## config.mk

```make
export PLATFORM = sky130hd
export DESIGN_NAME = ansi_escape_sequence_decoder_core
export DESIGN_NICKNAME = d
export VERILOG_FILES = /design/src/rtl/aesd_pkg.sv /design/src/rtl/aesd_fold.sv /design/src/rtl/ansi_escape_sequence_decoder_core.sv
export SDC_FILE = /design/constraint.sdc
export NUM_CORES = 1
export LEC_CHECK = 0
export CAP_MARGIN = 30
export CORE_ASPECT_RATIO = 2
export CORE_MARGIN = 4
export CORE_UTILIZATION = 40
export DETAILED_ROUTE_END_ITERATION = 16
export DONT_BUFFER_PORTS = 1
export GPL_TIMING_DRIVEN = 1
export PLACE_DENSITY = 0.65
export SYNTH_ARGS = -nofsm -noshare
export SYNTH_HDL_FRONTEND = slang
export SYNTH_HIERARCHICAL = 1
export SYNTH_SLANG_ARGS = --single-unit
```

## constraint.sdc

```tcl
create_clock -name clk -period 7.7 [get_ports clk]
set_input_delay 0.77 -clock clk [delete_from_list [all_inputs] [get_ports clk]]
set_output_delay 0.77 -clock clk [all_outputs]
set_load 0.03 [all_outputs]
```

## src/rtl/aesd_pkg.sv

```systemverilog
// aesd_pkg: shared types, codes and constants for the escape sequence decoder
// no dependencies
package aesd_pkg;

  localparam int MAX_PARAMS_DEF = 16;
  localparam int PARAM_BITS_DEF = 16;
  localparam int ATTR_W = 14;
  localparam int CMD_W = 5;
  localparam int ARG_W = 16;

  typedef enum logic [1:0] {
    PS_NORMAL  = 2'd0,
    PS_ESC     = 2'd1,
    PS_BRACKET = 2'd2,
    PS_PRIVATE = 2'd3
  } pstate_t;

  typedef enum logic [2:0] {
    SQ_IDLE  = 3'd0,
    SQ_CLEAR = 3'd1,
    SQ_FOLD  = 3'd2,
    SQ_OUT   = 3'd3
  } seq_t;

  typedef enum logic [2:0] {
    FK_SGR     = 3'd0,
    FK_SET     = 3'd1,
    FK_RESET   = 3'd2,
    FK_SAVE    = 3'd3,
    FK_RESTORE = 3'd4
  } fold_t;

  localparam logic [CMD_W-1:0] CMD_PRINT    = 5'd0;
  localparam logic [CMD_W-1:0] CMD_CR       = 5'd1;
  localparam logic [CMD_W-1:0] CMD_LF       = 5'd2;
  localparam logic [CMD_W-1:0] CMD_FF       = 5'd3;
  localparam logic [CMD_W-1:0] CMD_TAB      = 5'd4;
  localparam logic [CMD_W-1:0] CMD_BS       = 5'd5;
  localparam logic [CMD_W-1:0] CMD_BELL     = 5'd6;
  localparam logic [CMD_W-1:0] CMD_UP       = 5'd7;
  localparam logic [CMD_W-1:0] CMD_DOWN     = 5'd8;
  localparam logic [CMD_W-1:0] CMD_RIGHT    = 5'd9;
  localparam logic [CMD_W-1:0] CMD_LEFT     = 5'd10;
  localparam logic [CMD_W-1:0] CMD_POS      = 5'd11;
  localparam logic [CMD_W-1:0] CMD_ED       = 5'd12;
  localparam logic [CMD_W-1:0] CMD_EL       = 5'd13;
  localparam logic [CMD_W-1:0] CMD_IL       = 5'd14;
  localparam logic [CMD_W-1:0] CMD_DL       = 5'd15;
  localparam logic [CMD_W-1:0] CMD_DCH      = 5'd16;
  localparam logic [CMD_W-1:0] CMD_ECH      = 5'd17;
  localparam logic [CMD_W-1:0] CMD_ICH      = 5'd18;
  localparam logic [CMD_W-1:0] CMD_MARGINS  = 5'd19;
  localparam logic [CMD_W-1:0] CMD_SAVE     = 5'd20;
  localparam logic [CMD_W-1:0] CMD_RESTORE  = 5'd21;
  localparam logic [CMD_W-1:0] CMD_ATTR     = 5'd22;
  localparam logic [CMD_W-1:0] CMD_SETMODE  = 5'd23;
  localparam logic [CMD_W-1:0] CMD_RESMODE  = 5'd24;
  localparam logic [CMD_W-1:0] CMD_MOUSE    = 5'd25;

  localparam logic [7:0] CH_ESC = 8'h1B;

  typedef struct packed {
    logic [CMD_W-1:0]  command;
    logic [ARG_W-1:0]  arg_first;
    logic [ARG_W-1:0]  arg_second;
    logic [ATTR_W-1:0] attribute_value;
    logic              insert_mode_flag;
    logic              newline_mode_flag;
    logic              mouse_report;
    logic              mouse_on;
  } result_t;

  // fold unit control from sequencer
  typedef struct packed {
    logic  start;
    logic  step;
    fold_t kind;
  } fold_ctl_t;

  function automatic logic [CMD_W:0] control_cmd(input logic [7:0] b);
    logic [CMD_W:0] r;
    r = '0;
    case (b)
      8'h0D: r = {1'b1, CMD_CR};
      8'h0A: r = {1'b1, CMD_LF};
      8'h0C: r = {1'b1, CMD_FF};
      8'h09: r = {1'b1, CMD_TAB};
      8'h08: r = {1'b1, CMD_BS};
      8'h07: r = {1'b1, CMD_BELL};
      default: r = '0;
    endcase
    return r;
  endfunction

endpackage

```

## src/rtl/aesd_fold.sv

```systemverilog
// aesd_fold: shared per-parameter fold unit for sgr attributes and mode lists
// depends on aesd_pkg
module aesd_fold #(
  parameter int PARAM_BITS = aesd_pkg::PARAM_BITS_DEF
) (
  input  logic                        clk,
  input  aesd_pkg::fold_ctl_t         ctl,
  input  logic [PARAM_BITS-1:0]       param,
  input  logic [aesd_pkg::ATTR_W-1:0] attr_in,
  input  logic [aesd_pkg::ATTR_W-1:0] default_attr,
  input  logic                        mouse_cur_in,
  input  logic                        mouse_saved_in,
  output logic [aesd_pkg::ATTR_W-1:0] attr_out,
  output logic                        ins_out,
  output logic                        nl_out,
  output logic                        mrep_out,
  output logic                        mcur_out,
  output logic                        msaved_out
);

  logic [aesd_pkg::ATTR_W-1:0] attr_r, attr_nxt;
  logic ins_r, ins_nxt, nl_r, nl_nxt, mrep_r, mrep_nxt;
  logic mcur_r, mcur_nxt, msv_r, msv_nxt;
  logic is_mouse, is_tens3, is_tens4;
  logic [3:0] units;

  // compared at 32 bits so narrow parameters never alias the mouse codes
  assign is_mouse = (32'(param) == 32'd1000) || (32'(param) == 32'd1001);
  assign is_tens3 = (param >= PARAM_BITS'(30)) && (param <= PARAM_BITS'(39));
  assign is_tens4 = (param >= PARAM_BITS'(40)) && (param <= PARAM_BITS'(49));
  assign units    = is_tens4 ? 4'(param - PARAM_BITS'(40)) : 4'(param - PARAM_BITS'(30));

  always_comb begin
    attr_nxt = attr_r;
    ins_nxt  = ins_r;
    nl_nxt   = nl_r;
    mrep_nxt = mrep_r;
    mcur_nxt = mcur_r;
    msv_nxt  = msv_r;
    if (ctl.start) begin
      attr_nxt = attr_in;
      ins_nxt  = 1'b0;
      nl_nxt   = 1'b0;
      mrep_nxt = 1'b0;
      mcur_nxt = mouse_cur_in;
      msv_nxt  = mouse_saved_in;
    end else if (ctl.step) begin
      case (ctl.kind)
        aesd_pkg::FK_SGR: begin
          if (is_tens4) attr_nxt[7:4] = units;
          else if (is_tens3) attr_nxt[3:0] = units;
          else begin
            case (param)
              PARAM_BITS'(0): attr_nxt = default_attr;
              PARAM_BITS'(1): attr_nxt[8]  = 1'b1;
              PARAM_BITS'(2): attr_nxt[9]  = 1'b1;
              PARAM_BITS'(4): attr_nxt[10] = 1'b1;
              PARAM_BITS'(5): attr_nxt[11] = 1'b1;
              PARAM_BITS'(7): attr_nxt[12] = 1'b1;
              PARAM_BITS'(8): attr_nxt[13] = 1'b1;
              default: ;
            endcase
          end
        end
        aesd_pkg::FK_SET: begin
          if (param == PARAM_BITS'(4) || param == PARAM_BITS'(20)) ins_nxt = 1'b1;
          if (is_mouse) begin
            mcur_nxt = 1'b1;
            mrep_nxt = 1'b1;
          end
        end
        aesd_pkg::FK_RESET: begin
          if (param == PARAM_BITS'(4)) ins_nxt = 1'b1;
          if (param == PARAM_BITS'(20)) nl_nxt = 1'b1;
          if (is_mouse) begin
            mcur_nxt = 1'b0;
            mrep_nxt = 1'b1;
          end
        end
        aesd_pkg::FK_SAVE: begin
          if (is_mouse) msv_nxt = mcur_r;
        end
        aesd_pkg::FK_RESTORE: begin
          if (is_mouse) begin
            mcur_nxt = msv_r;
            mrep_nxt = 1'b1;
          end
        end
        default: ;
      endcase
    end
  end

  always_ff @(posedge clk) begin
    attr_r <= attr_nxt;
    ins_r  <= ins_nxt;
    nl_r   <= nl_nxt;
    mrep_r <= mrep_nxt;
    mcur_r <= mcur_nxt;
    msv_r  <= msv_nxt;
  end

  assign attr_out   = attr_r;
  assign ins_out    = ins_r;
  assign nl_out     = nl_r;
  assign mrep_out   = mrep_r;
  assign mcur_out   = mcur_r;
  assign msaved_out = msv_r;

endmodule

```

## src/rtl/ansi_escape_sequence_decoder_core.sv

```systemverilog
// ansi_escape_sequence_decoder_core: top level, parser, parameter store and sequencer
// depends on aesd_pkg and aesd_fold
//
// output: a byte's result is registered in the cycle after the transfer; sgr and mode finals
//   first step the fold unit through each held parameter and then take the output step
// input: one byte at a time, held off while the sequencer is busy or a result waits;
//   ESC [ and ESC [ ? clear the parameter store one slot a cycle
// reset: synchronous active low; parser normal, parameters zero, attribute and
//   cfg default register zero, mouse flags off; no clearing pass after reset
module ansi_escape_sequence_decoder_core #(
  parameter int MAX_PARAMS = aesd_pkg::MAX_PARAMS_DEF,
  parameter int PARAM_BITS = aesd_pkg::PARAM_BITS_DEF
) (
  input  logic        clk,
  input  logic        rst_n,
  input  logic        cfg_we,
  input  logic [13:0] cfg_wdata,
  input  logic        in_tvalid,
  output logic        in_tready,
  input  logic [7:0]  in_tdata,   // rx_byte [7:0]
  output logic        out_tvalid,
  input  logic        out_tready,
  // command [4:0], arg_first [20:5], arg_second [36:21], attribute_value [50:37],
  // insert_mode_flag [51], newline_mode_flag [52], mouse_report [53], mouse_on [54],
  // zero fill [55]
  output logic [55:0] out_tdata
);

  localparam int IDX_W = $clog2(MAX_PARAMS);
  localparam logic [PARAM_BITS-1:0] PMAX = '1;
  localparam logic [IDX_W-1:0] LAST_IDX = IDX_W'(MAX_PARAMS - 1);

  logic [13:0] dflt_r;
  aesd_pkg::pstate_t ps_r, ps_nxt;
  aesd_pkg::seq_t sq_r, sq_nxt;
  aesd_pkg::fold_t fk_r, fk_nxt;
  logic [PARAM_BITS-1:0] pv_r [MAX_PARAMS];
  logic [IDX_W-1:0] pidx_r, pidx_nxt;
  logic [IDX_W-1:0] cnt_r, cnt_nxt;
  logic [13:0] attr_r, attr_nxt;
  logic mcur_r, mcur_nxt, msv_r, msv_nxt;
  logic [aesd_pkg::CMD_W-1:0] fcmd_r, fcmd_nxt;
  logic emit_r, emit_nxt;
  aesd_pkg::result_t res_r, res_nxt;
  logic ovalid_r, ovalid_nxt;

  // parameter write port
  logic pw_en;
  logic [IDX_W-1:0] pw_addr;
  logic [PARAM_BITS-1:0] pw_data;

  aesd_pkg::fold_ctl_t fctl;
  logic [13:0] f_attr;
  logic f_ins, f_nl, f_mrep, f_mcur, f_msv;

  logic [7:0] b;
  logic take;
  logic [aesd_pkg::CMD_W:0] ctl_c;
  logic [PARAM_BITS-1:0] p0, p1, pk;
  logic [PARAM_BITS+3:0] dig;

  assign b = in_tdata;
  assign in_tready = (sq_r == aesd_pkg::SQ_IDLE) && !ovalid_r;
  assign take = in_tvalid && in_tready;
  assign ctl_c = aesd_pkg::control_cmd(b);
  assign p0 = pv_r[0];
  assign p1 = pv_r[1];
  assign pk = pv_r[pidx_r];
  // decimal shift, one digit per byte; saturated at the parameter write
  assign dig = ({4'd0, pk} << 3) + ({4'd0, pk} << 1) + (PARAM_BITS + 4)'(b - 8'h30);

  function automatic logic [15:0] sat16(input logic [PARAM_BITS-1:0] v);
    logic [15:0] r;
    if (PARAM_BITS > 16 && v > PARAM_BITS'(16'hFFFF)) r = 16'hFFFF;
    else r = 16'(v);
    return r;
  endfunction

  function automatic logic [15:0] min1(input logic [PARAM_BITS-1:0] v);
    logic [15:0] r;
    r = (v == '0) ? 16'd1 : sat16(v);
    return r;
  endfunction

  aesd_fold #(.PARAM_BITS(PARAM_BITS)) u_fold (
    .clk            (clk),
    .ctl            (fctl),
    .param          (pv_r[cnt_r]),
    .attr_in        (attr_r),
    .default_attr   (dflt_r),
    .mouse_cur_in   (mcur_r),
    .mouse_saved_in (msv_r),
    .attr_out       (f_attr),
    .ins_out        (f_ins),
    .nl_out         (f_nl),
    .mrep_out       (f_mrep),
    .mcur_out       (f_mcur),
    .msaved_out     (f_msv)
  );

  always_comb begin
    logic is_final;
    is_final = 1'b0;
    ps_nxt = ps_r;
    sq_nxt = sq_r;
    fk_nxt = fk_r;
    pidx_nxt = pidx_r;
    cnt_nxt = cnt_r;
    attr_nxt = attr_r;
    mcur_nxt = mcur_r;
    msv_nxt = msv_r;
    fcmd_nxt = fcmd_r;
    emit_nxt = emit_r;
    res_nxt = res_r;
    ovalid_nxt = ovalid_r;
    pw_en = 1'b0;
    pw_addr = pidx_r;
    pw_data = '0;
    fctl = '{start: 1'b0, step: 1'b0, kind: fk_r};

    if (ovalid_r && out_tready) ovalid_nxt = 1'b0;

    case (sq_r)
      aesd_pkg::SQ_IDLE: begin
        if (take) begin
          res_nxt = '0;
          case (ps_r)
            aesd_pkg::PS_NORMAL: begin
              if (b == aesd_pkg::CH_ESC) ps_nxt = aesd_pkg::PS_ESC;
              else if (ctl_c[aesd_pkg::CMD_W]) begin
                res_nxt.command = ctl_c[aesd_pkg::CMD_W-1:0];
                ovalid_nxt = 1'b1;
              end else if (b >= 8'h20) begin
                res_nxt.command = aesd_pkg::CMD_PRINT;
                res_nxt.arg_first = {8'd0, b};
                ovalid_nxt = 1'b1;
              end
            end
            aesd_pkg::PS_ESC: begin
              ps_nxt = aesd_pkg::PS_NORMAL;
              if (b == "[") begin
                ps_nxt = aesd_pkg::PS_BRACKET;
                sq_nxt = aesd_pkg::SQ_CLEAR;
                cnt_nxt = '0;
                pidx_nxt = '0;
              end else if (b == "A" || b == "B" || b == "C" || b == "D" ||
                           b == "J" || b == "K") begin
                is_final = 1'b1;
              end
            end
            aesd_pkg::PS_BRACKET: begin
              if (b >= "0" && b <= "9") begin
                pw_en = 1'b1;
                pw_data = (dig > {4'd0, PMAX}) ? PMAX : PARAM_BITS'(dig);
              end else if (b == ";") begin
                if (pidx_r != LAST_IDX) pidx_nxt = pidx_r + 1'b1;
              end else if (b == "?") begin
                ps_nxt = aesd_pkg::PS_PRIVATE;
                sq_nxt = aesd_pkg::SQ_CLEAR;
                cnt_nxt = '0;
                pidx_nxt = '0;
              end else if (ctl_c[aesd_pkg::CMD_W]) begin
                res_nxt.command = ctl_c[aesd_pkg::CMD_W-1:0];
                ovalid_nxt = 1'b1;
              end else begin
                ps_nxt = aesd_pkg::PS_NORMAL;
                is_final = 1'b1;
              end
            end
            default: begin
              if (b >= "0" && b <= "9") begin
                pw_en = 1'b1;
                pw_data = (dig > {4'd0, PMAX}) ? PMAX : PARAM_BITS'(dig);
              end else if (b == ";") begin
                if (pidx_r != LAST_IDX) pidx_nxt = pidx_r + 1'b1;
              end else begin
                ps_nxt = aesd_pkg::PS_NORMAL;
                if (b == "h" || b == "l" || b == "s" || b == "r") begin
                  sq_nxt = aesd_pkg::SQ_FOLD;
                  cnt_nxt = '0;
                  fctl.start = 1'b1;
                  case (b)
                    "h": begin fk_nxt = aesd_pkg::FK_SET;     fcmd_nxt = aesd_pkg::CMD_SETMODE; end
                    "l": begin fk_nxt = aesd_pkg::FK_RESET;   fcmd_nxt = aesd_pkg::CMD_RESMODE; end
                    "s": begin fk_nxt = aesd_pkg::FK_SAVE;    fcmd_nxt = aesd_pkg::CMD_MOUSE; end
                    default: begin fk_nxt = aesd_pkg::FK_RESTORE; fcmd_nxt = aesd_pkg::CMD_MOUSE; end
                  endcase
                  emit_nxt = (b != "s");
                end
              end
            end
          endcase

          if (is_final) begin
            ovalid_nxt = 1'b1;
            case (b)
              "A": begin res_nxt.command = aesd_pkg::CMD_UP;    res_nxt.arg_first = min1(p0); end
              "B": begin res_nxt.command = aesd_pkg::CMD_DOWN;  res_nxt.arg_first = min1(p0); end
              "C": begin res_nxt.command = aesd_pkg::CMD_RIGHT; res_nxt.arg_first = min1(p0); end
              "D": begin res_nxt.command = aesd_pkg::CMD_LEFT;  res_nxt.arg_first = min1(p0); end
              "H", "f": begin
                res_nxt.command = aesd_pkg::CMD_POS;
                res_nxt.arg_first = min1(p0);
                res_nxt.arg_second = min1(p1);
              end
              "J": begin res_nxt.command = aesd_pkg::CMD_ED;  res_nxt.arg_first = sat16(p0); end
              "K": begin res_nxt.command = aesd_pkg::CMD_EL;  res_nxt.arg_first = sat16(p0); end
              "L": begin res_nxt.command = aesd_pkg::CMD_IL;  res_nxt.arg_first = min1(p0); end
              "M": begin res_nxt.command = aesd_pkg::CMD_DL;  res_nxt.arg_first = min1(p0); end
              "P": begin res_nxt.command = aesd_pkg::CMD_DCH; res_nxt.arg_first = min1(p0); end
              "X": begin res_nxt.command = aesd_pkg::CMD_ECH; res_nxt.arg_first = min1(p0); end
              "@": begin res_nxt.command = aesd_pkg::CMD_ICH; res_nxt.arg_first = min1(p0); end
              "r": begin
                res_nxt.command = aesd_pkg::CMD_MARGINS;
                res_nxt.arg_first = sat16(p0);
                res_nxt.arg_second = sat16(p1);
              end
              "s": res_nxt.command = aesd_pkg::CMD_SAVE;
              "u": res_nxt.command = aesd_pkg::CMD_RESTORE;
              "m", "h", "l": begin
                ovalid_nxt = 1'b0;
                sq_nxt = aesd_pkg::SQ_FOLD;
                cnt_nxt = '0;
                fctl.start = 1'b1;
                emit_nxt = 1'b1;
                if (b == "m") begin
                  fk_nxt = aesd_pkg::FK_SGR;
                  fcmd_nxt = aesd_pkg::CMD_ATTR;
                end else if (b == "h") begin
                  fk_nxt = aesd_pkg::FK_SET;
                  fcmd_nxt = aesd_pkg::CMD_SETMODE;
                end else begin
                  fk_nxt = aesd_pkg::FK_RESET;
                  fcmd_nxt = aesd_pkg::CMD_RESMODE;
                end
              end
              default: ovalid_nxt = 1'b0;
            endcase
          end
        end
      end
      aesd_pkg::SQ_CLEAR: begin
        // one parameter slot cleared a cycle
        pw_en = 1'b1;
        pw_addr = cnt_r;
        pw_data = '0;
        if (cnt_r == LAST_IDX) sq_nxt = aesd_pkg::SQ_IDLE;
        else cnt_nxt = cnt_r + 1'b1;
      end
      aesd_pkg::SQ_FOLD: begin
        fctl.step = 1'b1;
        if (cnt_r == pidx_r) sq_nxt = aesd_pkg::SQ_OUT;
        else cnt_nxt = cnt_r + 1'b1;
      end
      aesd_pkg::SQ_OUT: begin
        sq_nxt = aesd_pkg::SQ_IDLE;
        res_nxt = '0;
        res_nxt.command = fcmd_r;
        if (fk_r == aesd_pkg::FK_SGR) begin
          // lone zero parameter loads the default outright
          attr_nxt = (pidx_r == '0 && p0 == '0) ? dflt_r : f_attr;
          res_nxt.attribute_value = attr_nxt;
        end else begin
          mcur_nxt = f_mcur;
          msv_nxt = f_msv;
          res_nxt.insert_mode_flag = f_ins;
          res_nxt.newline_mode_flag = f_nl;
          res_nxt.mouse_report = f_mrep;
          res_nxt.mouse_on = f_mcur;
        end
        ovalid_nxt = emit_r;
      end
      default: sq_nxt = aesd_pkg::SQ_IDLE;
    endcase
  end

  always_ff @(posedge clk) begin
    if (pw_en) pv_r[pw_addr] <= pw_data;
    if (!rst_n) begin
      for (int i = 0; i < MAX_PARAMS; i++) pv_r[i] <= '0;
    end
  end

  always_ff @(posedge clk) begin
    if (!rst_n) begin
      dflt_r   <= '0;
      ps_r     <= aesd_pkg::PS_NORMAL;
      sq_r     <= aesd_pkg::SQ_IDLE;
      fk_r     <= aesd_pkg::FK_SGR;
      pidx_r   <= '0;
      cnt_r    <= '0;
      attr_r   <= '0;
      mcur_r   <= 1'b0;
      msv_r    <= 1'b0;
      emit_r   <= 1'b0;
      ovalid_r <= 1'b0;
      fcmd_r   <= aesd_pkg::CMD_PRINT;
    end else begin
      dflt_r   <= cfg_we ? cfg_wdata : dflt_r;
      ps_r     <= ps_nxt;
      sq_r     <= sq_nxt;
      fk_r     <= fk_nxt;
      pidx_r   <= pidx_nxt;
      cnt_r    <= cnt_nxt;
      // attribute changes only on sgr finals
      attr_r   <= attr_nxt;
      mcur_r   <= mcur_nxt;
      msv_r    <= msv_nxt;
      emit_r   <= emit_nxt;
      ovalid_r <= ovalid_nxt;
      fcmd_r   <= fcmd_nxt;
    end
  end

  always_ff @(posedge clk) begin
    res_r <= res_nxt;
  end

  assign out_tvalid = ovalid_r;
  assign out_tdata = {1'b0, res_r.mouse_on, res_r.mouse_report, res_r.newline_mode_flag,
                      res_r.insert_mode_flag, res_r.attribute_value, res_r.arg_second,
                      res_r.arg_first, res_r.command};

  a_no_accept_busy: assert property (@(posedge clk) disable iff (!rst_n)
    (sq_r != aesd_pkg::SQ_IDLE) |-> !in_tready)
    else $error("input accepted while sequencer busy");
  a_hold_out: assert property (@(posedge clk) disable iff (!rst_n)
    (out_tvalid && !out_tready) |=> (out_tvalid && $stable(out_tdata)))
    else $error("result dropped under stall");
  a_fold_bound: assert property (@(posedge clk) disable iff (!rst_n)
    (sq_r == aesd_pkg::SQ_FOLD) |-> (cnt_r <= pidx_r))
    else $error("fold ran past held parameters");

endmodule
```

* Word-level counts from Yosys, hierarchy flattened
Memory sizes are Yosys's and may differ from the RTL's. A register that Yosys moved wholly into a read port is not among the register bits.
Index checks and enable logic that the tools add are counted.
** Cells by class
- Order comparisons :: 8
- Div/mod/pow operators :: 0
- Multipliers :: 0
- Muxes and demuxes :: 168
- Reductions and logical operators :: 71
- Bitwise logic cells :: 2
- Shift-type cells :: 0
- Equality and inequality tests :: 73
- $add $sub $neg :: 7
** Operators with widths (number)
- 8-bit by 7-bit equality test with 1-bit output (second input constant) :: 20
- 16-bit 2-to-1 mux :: 8
- 4-bit 2-to-1 mux :: 31
- 55-bit one-hot mux with 2 select lines :: 1
- 5-bit one-hot mux with 15 select lines :: 1
- 14-bit 2-to-1 mux :: 5
- 16-bit one-hot mux with 2 select lines :: 2
- 5-bit 2-to-1 mux :: 11
- 55-bit 2-to-1 mux :: 1
- 3-bit 2-to-1 mux :: 18
- 1-bit 2-to-1 mux :: 51
- 16-bit by 3-bit equality test with 1-bit output (second input constant) :: 3
- 16-bit logical NOT :: 3
- 8-bit by 4-bit equality test with 1-bit output (second input constant) :: 5
- 37-bit 2-to-1 mux :: 1
- 4-bit one-hot mux with 3 select lines :: 3
- 6-bit one-hot mux with 6 select lines :: 1
- 5-bit AND reduction :: 7
- 16-bit by 10-bit equality test with 1-bit output (second input constant) :: 2
- 16-bit by 6-bit less-or-equal comparator with 1-bit output (second input constant) :: 2
- 3-bit nonzero test :: 10
- 3-bit one-hot mux with 3 select lines :: 3
- 8-bit 2-to-1 mux :: 3
- 2-bit != test (second input constant) :: 11
- 56 further kinds :: 126
** Word-level totals
- Bits in latches :: 0
- RAM bits :: 256
- Bits in registers :: 127
- Memories kept :: 1
- Bits in read-only memories :: 0
** Memory list
- pv_r :: depth 16, width 16, rd ports 4, clocked after Yosys merged registers in 2, wr ports 17, RTL line ansi_escape_sequence_decoder_core.sv:37 : logic [PARAM_BITS-1:0] pv_r [MAX_PARAMS];

* Longest topological paths before layout
Gate-level depths: netlist of the first run.
- Depth after elaboration :: 16
- Mapped depth :: 17
- Mapped depth without buffers :: 12

* Modules after synthesis
The synthesis of the first run kept the hierarchy.
** Modules (own cells, without submodules)
- ansi_escape_sequence_decoder_core :: sequential area each 7997.7 um^2, area each 18627.9 um^2, cells each 1737, instances 1
- aesd_fold :: sequential area each 540.5 um^2, area each 1432.6 um^2, cells each 163, instances 1

* Worst setup path after synthesis of the first run
No wires, ideal clock.
- Path kind :: reg2reg
- Start :: register with a tool-made name
- End :: memory pv_r[0][10] in the netlist's numbering
- Cell stages (with the launch flop) :: 17
- Path buffers :: 5
- Data arrival time :: 5.440 ns
- Slack :: 2.136 ns
- Cell sequence :: dfxtp_1 clkbuf_1 clkbuf_1 clkbuf_1 mux4_2 mux4_2 fa_1 fa_1 a211oi_1 o211ai_1 a21oi_1 o211ai_1 xor2_2 buf_4 nor4_2 buf_2 o21ai_1
** RTL lines (RTL line)
- end: declaration :: ansi_escape_sequence_decoder_core.sv:37

==> run_results.csv, run 1 <==
group,metric,value,unit
outcome,status,"finished, final reports clean",
global_routing,gr-usage-met2,44.28,%
logic_synthesis,synth_area,20060,um2
global_routing,grt_use_met3,3.516,%
global_routing,grt_pass1_vias,16425,
timing,fmax,167.9,MHz
finish,antenna_cells,0,
routing,drc,0,
placed_design,dp_cells,2461,
global_routing,grt-ovfl-total,0,
logic_synthesis,synth_common_cells,"320 x dfxtp_1, 281 x nand2_1, 179 x o21ai_0, 160 x mux4_2, 106 x nor2_1",
timing,setup_violations,0,
timing,worst_slew_pin_slew,1108,ps
setup_path,critPathLaunchType,"flip-flop",
placed_design,placed_cell_area,20940,um2
timing,clock_skew,22.35,ps
finish,finalNetCount,1934,
logic_synthesis,synth_top_cell_area_share,31.93,%
finish,stdcell_count,2529,
placed_design,io_buffers,0,
clocking,cts-resized-gates,0,
clocking,root_buffer,"clkbuf_16",
hold_path,hp-start,"rst_n",
logic_synthesis,netlist_instances,1900,
clocking,worstSkewPairLatency,560,ps
global_routing,grt_pass1_wl,99020,um
pwr,pwr-share-comb,5.1,%
clocking,clkSlewWorstSetupHoldPaths,70,ps
logic_synthesis,yosys_warnings,6,
finish,final_cell_area,22200,um2
routing,finalWirelength,65660,um
floorplan,io_pins,85,
logic_synthesis,yosysSeqAreaShare,42.56,%
finish,fillers,4507,
timing,period_share,77.36,%
setup_path,critPathMaxStageDelay,790,ps
routing,drtIter0Drc,1317,
job,drv_cap,0,
floorplan,die_w,166.4,um
pwr,ir_drop,0.1721,mV
timing,fin_tns_setup,0,ps
pwr,finalPower,4.245,mW
timing,max_slew_margin,26.14,%
logic_synthesis,async_flop_share,0,%
floorplan,die_y,324.7,um
setup_path,worstPathCellList,"buf_4 > mux4_2 > mux4_2 > fa_1 > ha_1 > a21oi_1 > o21ai_0 > or3b_1 > o211ai_1 > nand3_2 > nor4_2 > buf_4 > o21ai_0",
floorplan,rows,115,
setup_path,critical_path_class,"reg2reg",
setup_path,r2r_setup_slack,1740,ps
routing,via_count,16132,
logic_synthesis,avgSynthCellArea,10.56,um2
logic_synthesis,synth.area.top_cells,"dfxtp_1 32%, mux4_2 18%, edfxtp_1 11%",
timing,drv_slew,0,
setup_path,worst_path_max_delay_cell,"nor4_2",
pwr,p_seq_share,50.0,%
clocking,clock_sinks,391,
routing,drt-wirelength-per-cell,25.96,um
clocking,post_cts_buffers,0,
setup_path,crit_path_end_kind,"flip-flop",
routing,ant_nets,0,
placed_design,gp_congestion,0.9309,
logic_synthesis,synth_top_cell_by_area,"dfxtp_1",
global_routing,grt-busiest-layer,"met2",
floorplan,die-area,54010,um2
logic_synthesis,ys_ff_latch,391,
floorplan,start_util,40.65,%
timing,rsz0062_at_grt,"no",
finish,area_delta_synth_final,10.66,%
routing,drt-pass1-iter-count,5,
pwr,sw_frac_of_total,23.82,%
global_routing,grt_util_all_layers,23.55,%
logic_synthesis,yosysUniqueCellTypes,85,
pwr,p_leak,7.671,nW
finish,layout-drive-gt1-share,17.18,%
logic_synthesis,synth_flop_cell,"dfxtp_1",
global_routing,antenna_found_initial,1,
logic_synthesis,yosys.cell_count.top_type,"dfxtp_1",
pwr,p_switching,1.011,mW
placed_design,dp_hpwl,48020,um
clocking,cts_buffers,36,
clocking,clockBufferDepth,3,
pwr,pwr-share-clk,44.9,%
pwr,p_per_area,191.2,nW/um2
setup_path,arrival,6370,ps
floorplan,core_area,49350,um2
pwr,p_int,3.234,mW
clocking,cts_tree,"built",
clocking,hold_buffers,0,
global_routing,grt_util_met1,23.15,%
timing,hold_viol,0,
timing,finalCriticalPeriod,5957,ps
setup_path,cp.required,8110,ps
routing,viasPerCell,6.379,
setup_path,crit_fanout,31,
clocking,htree_levels,2,
hold_path,hold_class,"in2reg",
global_routing,grt_max_degree,56,
logic_synthesis,synth_edf_count,71,
power by group through the flow:
stage / sequential (mW) / combinational [mW] / clock (mW)
2_1_floorplan: 2.17 / 0.140 / 0
3_3_place_gp: 2.17 / 0.194 / 0
3_5_place_dp: 2.17 / 0.216 / 0
4_1_cts: 2.12 / 0.216 / 1.93
5_1_grt: 2.12 / 0.232 / 2.00
6_report: 2.12 / 0.218 / 1.90
registers in the layout (all words and copies together), names as in the netlist, 2 cells and up, named ones only:
name,cells
pv_r,256
out_tdata,55
attr_r,14
dflt_r,14
u_fold/attr_out,14
fcmd_r,5
cnt_r,4
pidx_r,4
fk_r,3
sq_r,3
ps_r,2
cell usage in the layout (no fill, tap or decap), types with 16 or more instances in the layout:
cell         n
a31oi_1     16
o21a_1      22
nand2_1    280
clkbuf_16   37
ha_1        34
edfxtp_1    71
nor4_2      17
nor2_1     105
and2_1      34
o21ai_0    179
o21ai_1     64
buf_4       37
mux4_2     160
inv_1       30
mux2i_1     33
nor3_1      19
dfxtp_1    315
o2bb2ai_1   66
a21oi_1     65
nand3_1     22
kinds of logic (layout without fill, tap and decap cells):
| logic type | Yosys count | after routing | share of synthesized area [%] |
|---|---|---|---|
| compound gates | 510 | 510 | 16.07 |
| simple gates | 567 | 567 | 13.73 |
| mux | 195 | 195 | 19.72 |
| other cells | 1 | 2 | 0.01869 |
| xor+xnor | 21 | 21 | 0.9543 |
| flops | 391 | 391 | 42.56 |
| buf+inv | 165 | 150 | 3.268 |
| fa+ha+maj | 50 | 50 | 3.667 |
layer usage:
metal / vias up / wire length (um)
met5: - / 13
li1: 7064 / -
met2: 873 / 35300
met1: 7908 / 20890
met3: 285 / 4231
met4: 2 / 5223
area by class of cell:
cell class / count / area [um2] / share of cell area, %
multi-input cells: 1345 / 10880 / 48.99
flip-flops and latches: 391 / 8554 / 38.54
clock buffers: 48 / 1017 / 4.582
well taps: 643 / 804.5 / 3.624
repair buffers: 52 / 613.1 / 2.762
clock inverters: 18 / 214.0 / 0.9638
inverters: 32 / 120.1 / 0.5411
metrics by stage:
stage | hold WS, ps | utilization (%) | setup WS, ps
2_1_floorplan | 428.5 | - | 2136
3_3_place_gp | 441.5 | 41.74 | 1578
3_5_place_dp | 446.7 | 42.42 | 1752
4_1_cts | 330.5 | 44.91 | 1738
5_1_grt | 346.7 | 44.98 | 1403
6_report | 350.8 | 44.98 | 1743
critical path, delay by kind of cell, from the launching register on:
kind            cells  cell delay, ps
flops               1             690
mux                 2            1120
simple gates        3            1640
compound gates      4             670
buf+inv             2             760
fa+ha+maj           2             870
worst paths after layout:
check,end,cells past startpoint
setup / recovery,pv_r[3][8]$_SDFFE_PN0P_,13
hold / removal,fcmd_r[3]$_SDFFE_PN0P_,1
setup reg to reg,pv_r[3][8]$_SDFFE_PN0P_,13
hold reg to reg,u_fold/mrep_out$_SDFFE_PP0P_,1
Note: power is estimated with default switching activity, not from simulation.
==> run 2: changes to the inputs <==
==> constraint.sdc (replaced) <==
create_clock -name clk -period 6 [get_ports clk]
set_input_delay 0.6 -clock clk [delete_from_list [all_inputs] [get_ports clk]]
set_output_delay 0.6 -clock clk [all_outputs]
set_load 0.03 [all_outputs]
==> run 2 against run 1 <==
Compared with the run above: hold slack worse by 170 ps; critical endpoint is now pv_r[7][4]$_SDFFE_PN0P_; sequential share of layout area down 0.58 points; critical path depth up 1; final area up 1.5%; first-iteration DRC count up 21%.
==> run_results.csv, run 2 (synthesis results as in run 1) <==
group,metric,value,unit
setup_path,critical_path_class,"reg2reg",
timing,clock_skew,15.76,ps
timing,finalCriticalPeriod,5483,ps
clocking,post_cts_buffers,0,
timing,drv_slew,0,
floorplan,io_pins,85,
timing,fin_tns_setup,0,ps
placed_design,pre_cts_ws,602.1,ps
routing,drc,0,
finish,area_delta_synth_final,12.36,%
clocking,cts_tree,"built",
finish,finalNetCount,1957,
clocking,clock_sinks,391,
clocking,worstSkewPairLatency,560,ps
routing,drt-pass1-iter-count,6,
timing,fmax,182.4,MHz
hold_path,hold_class,"in2reg",
floorplan,die_w,166.4,um
finish,layout_common_cells,"315 x dfxtp_1, 280 x nand2_1, 179 x o21ai_0",
pwr,p_per_area,229.8,nW/um2
clocking,clkSlewWorstSetupHoldPaths,70,ps
floorplan,core_area,49350,um2
timing,period_share,91.39,%
floorplan,die_y,324.7,um
clocking,cts-resized-gates,0,
clocking,clockBufferDepth,3,
placed_design,dp_hpwl,50750,um
job,drv_cap,0,
floorplan,rows,115,
timing,setup_violations,0,
setup_path,arrival,5900,ps
finish,antenna_cells,0,
routing,drt-wirelength-per-cell,27.82,um
floorplan,die-area,54010,um2
routing,via_count,16606,
hold_path,hp-start,"rst_n",
setup_path,r2r_end,"pv_r[7][4]$_SDFFE_PN0P_",
setup_path,crit_path_end_kind,"flip-flop",
pwr,finalPower,5.179,mW
setup_path,r2r_setup_slack,520,ps
finish,multi_input_area,10880,um2
placed_design,gp_congestion,0.9192,
global_routing,grt_util_all_layers,25.35,%
timing,max_slew_margin,29.18,%
placed_design,io_buffers,0,
routing,drtIter0Drc,1597,
global_routing,grt_max_degree,56,
outcome,status,"finished, final reports clean",
timing,worst_slew_pin_slew,1053,ps
pwr,ir_drop,0.2203,mV
setup_path,r2r_cells,14,
clocking,cts_buffers,34,
routing,finalWirelength,70870,um
routing,ant_nets,0,
finish,final_util,45.67,%
timing,rsz0062_at_grt,"no",
clocking,hold_buffers,0,
hold_path,holdPathStages,1,
clocking,root_buffer,"clkbuf_16",
routing,viasPerCell,6.520,
setup_path,critPathLaunchType,"flip-flop",
global_routing,grt_pass1_vias,17100,
hold_path,whs_endpoint,"out_tvalid$_SDFF_PN0_",
timing,hold_viol,0,
finish,register_area,8554,um2
pwr,p_leak,7.837,nW
setup_path,crit_fanout,21,
global_routing,grt_pass1_wl,104400,um
timing,setup_slack,516.7,ps
global_routing,grt-ovfl-total,0,
finish,layout-drive-gt1-share,17.80,%
clocking,htree_levels,2,
floorplan,start_util,40.65,%
finish,layout_commonest_cell,"dfxtp_1",
finish,fillers,4406,
finish,largest_register_ffs,256,
setup_path,cp.required,6420,ps
global_routing,antenna_found_initial,0,
finish,largest_register,"pv_r",
==> run 2: cell count changes in the layout (fill, tap and decap cells not counted), sizes merged <==
cell | previous run | this run
buf | 52 | 77
bufinv | 4 | 0
clkbuf | 48 | 45
==> run 2: routing by layer <==
| layer | track usage, % | vias up | wire, um |
|---|---|---|---|
| li1 | - | 7091 | - |
| met1 | 24.04 | 8149 | 21460 |
| met2 | 46.42 | 977 | 36890 |
| met3 | 4.137 | 389 | 5086 |
| met4 | 22.16 | 0 | 7437 |
| met5 | 0 | - | 0 |
==> run 2: cell type report <==
class                   count  area share, %
multi-input cells        1345          48.25
flip-flops and latches    391          37.95
repair buffers             77          5.140
clock buffers              45          4.135
well taps                 643          3.569
inverters                  32         0.5329
clock inverters            14         0.4219
==> run 2: how the worst max path moves through the flow <==
stage	start	to	slack [ps]
after global routing	flip-flop	pv_r[10][5]$_SDFFE_PN0P_	420
after floorplan	flip-flop	pv_r[0][10]$_SDFFE_PN0P_	440
after detailed placement	flip-flop	pv_r[7][4]$_SDFFE_PN0P_	600
final	flip-flop	pv_r[7][4]$_SDFFE_PN0P_	520
after global placement	flip-flop	pv_r[5][7]$_SDFFE_PN0P_	600
after CTS	flip-flop	pv_r[7][4]$_SDFFE_PN0P_	570
==> run 2: power breakdown <==
group	switching (mW)	internal [mW]
logic	0.209	0.0987
registers	0.0375	2.69
clock network	1.04	1.11
total	1.29	3.89
==> run 2: metrics by stage <==
| stage | instance area, um2 | cells | hold WS (ps) |
|---|---|---|---|
| after global routing | 22540 | 2547 | 168.1 |
| after CTS | 22510 | 2545 | 174.2 |
| after global placement | 20770 | 2458 | 440.7 |
| after floorplan | 20060 | 1901 | 428.5 |
| final | 22540 | 2547 | 183.5 |
| after detailed placement | 21480 | 2486 | 455.2 |
==> run 2: critical path, stage by stage (launching register included) <==
cell	delay, ps
dfxtp_4	590
buf_4	360
mux4_2	540
mux4_2	560
fa_1	520
ha_1	370
o211ai_1	110
o21ai_1	480
o221ai_1	370
a41oi_1	320
nand3_2	100
buf_4	260
nor4_2	300
buf_4	260
o21ai_0	150
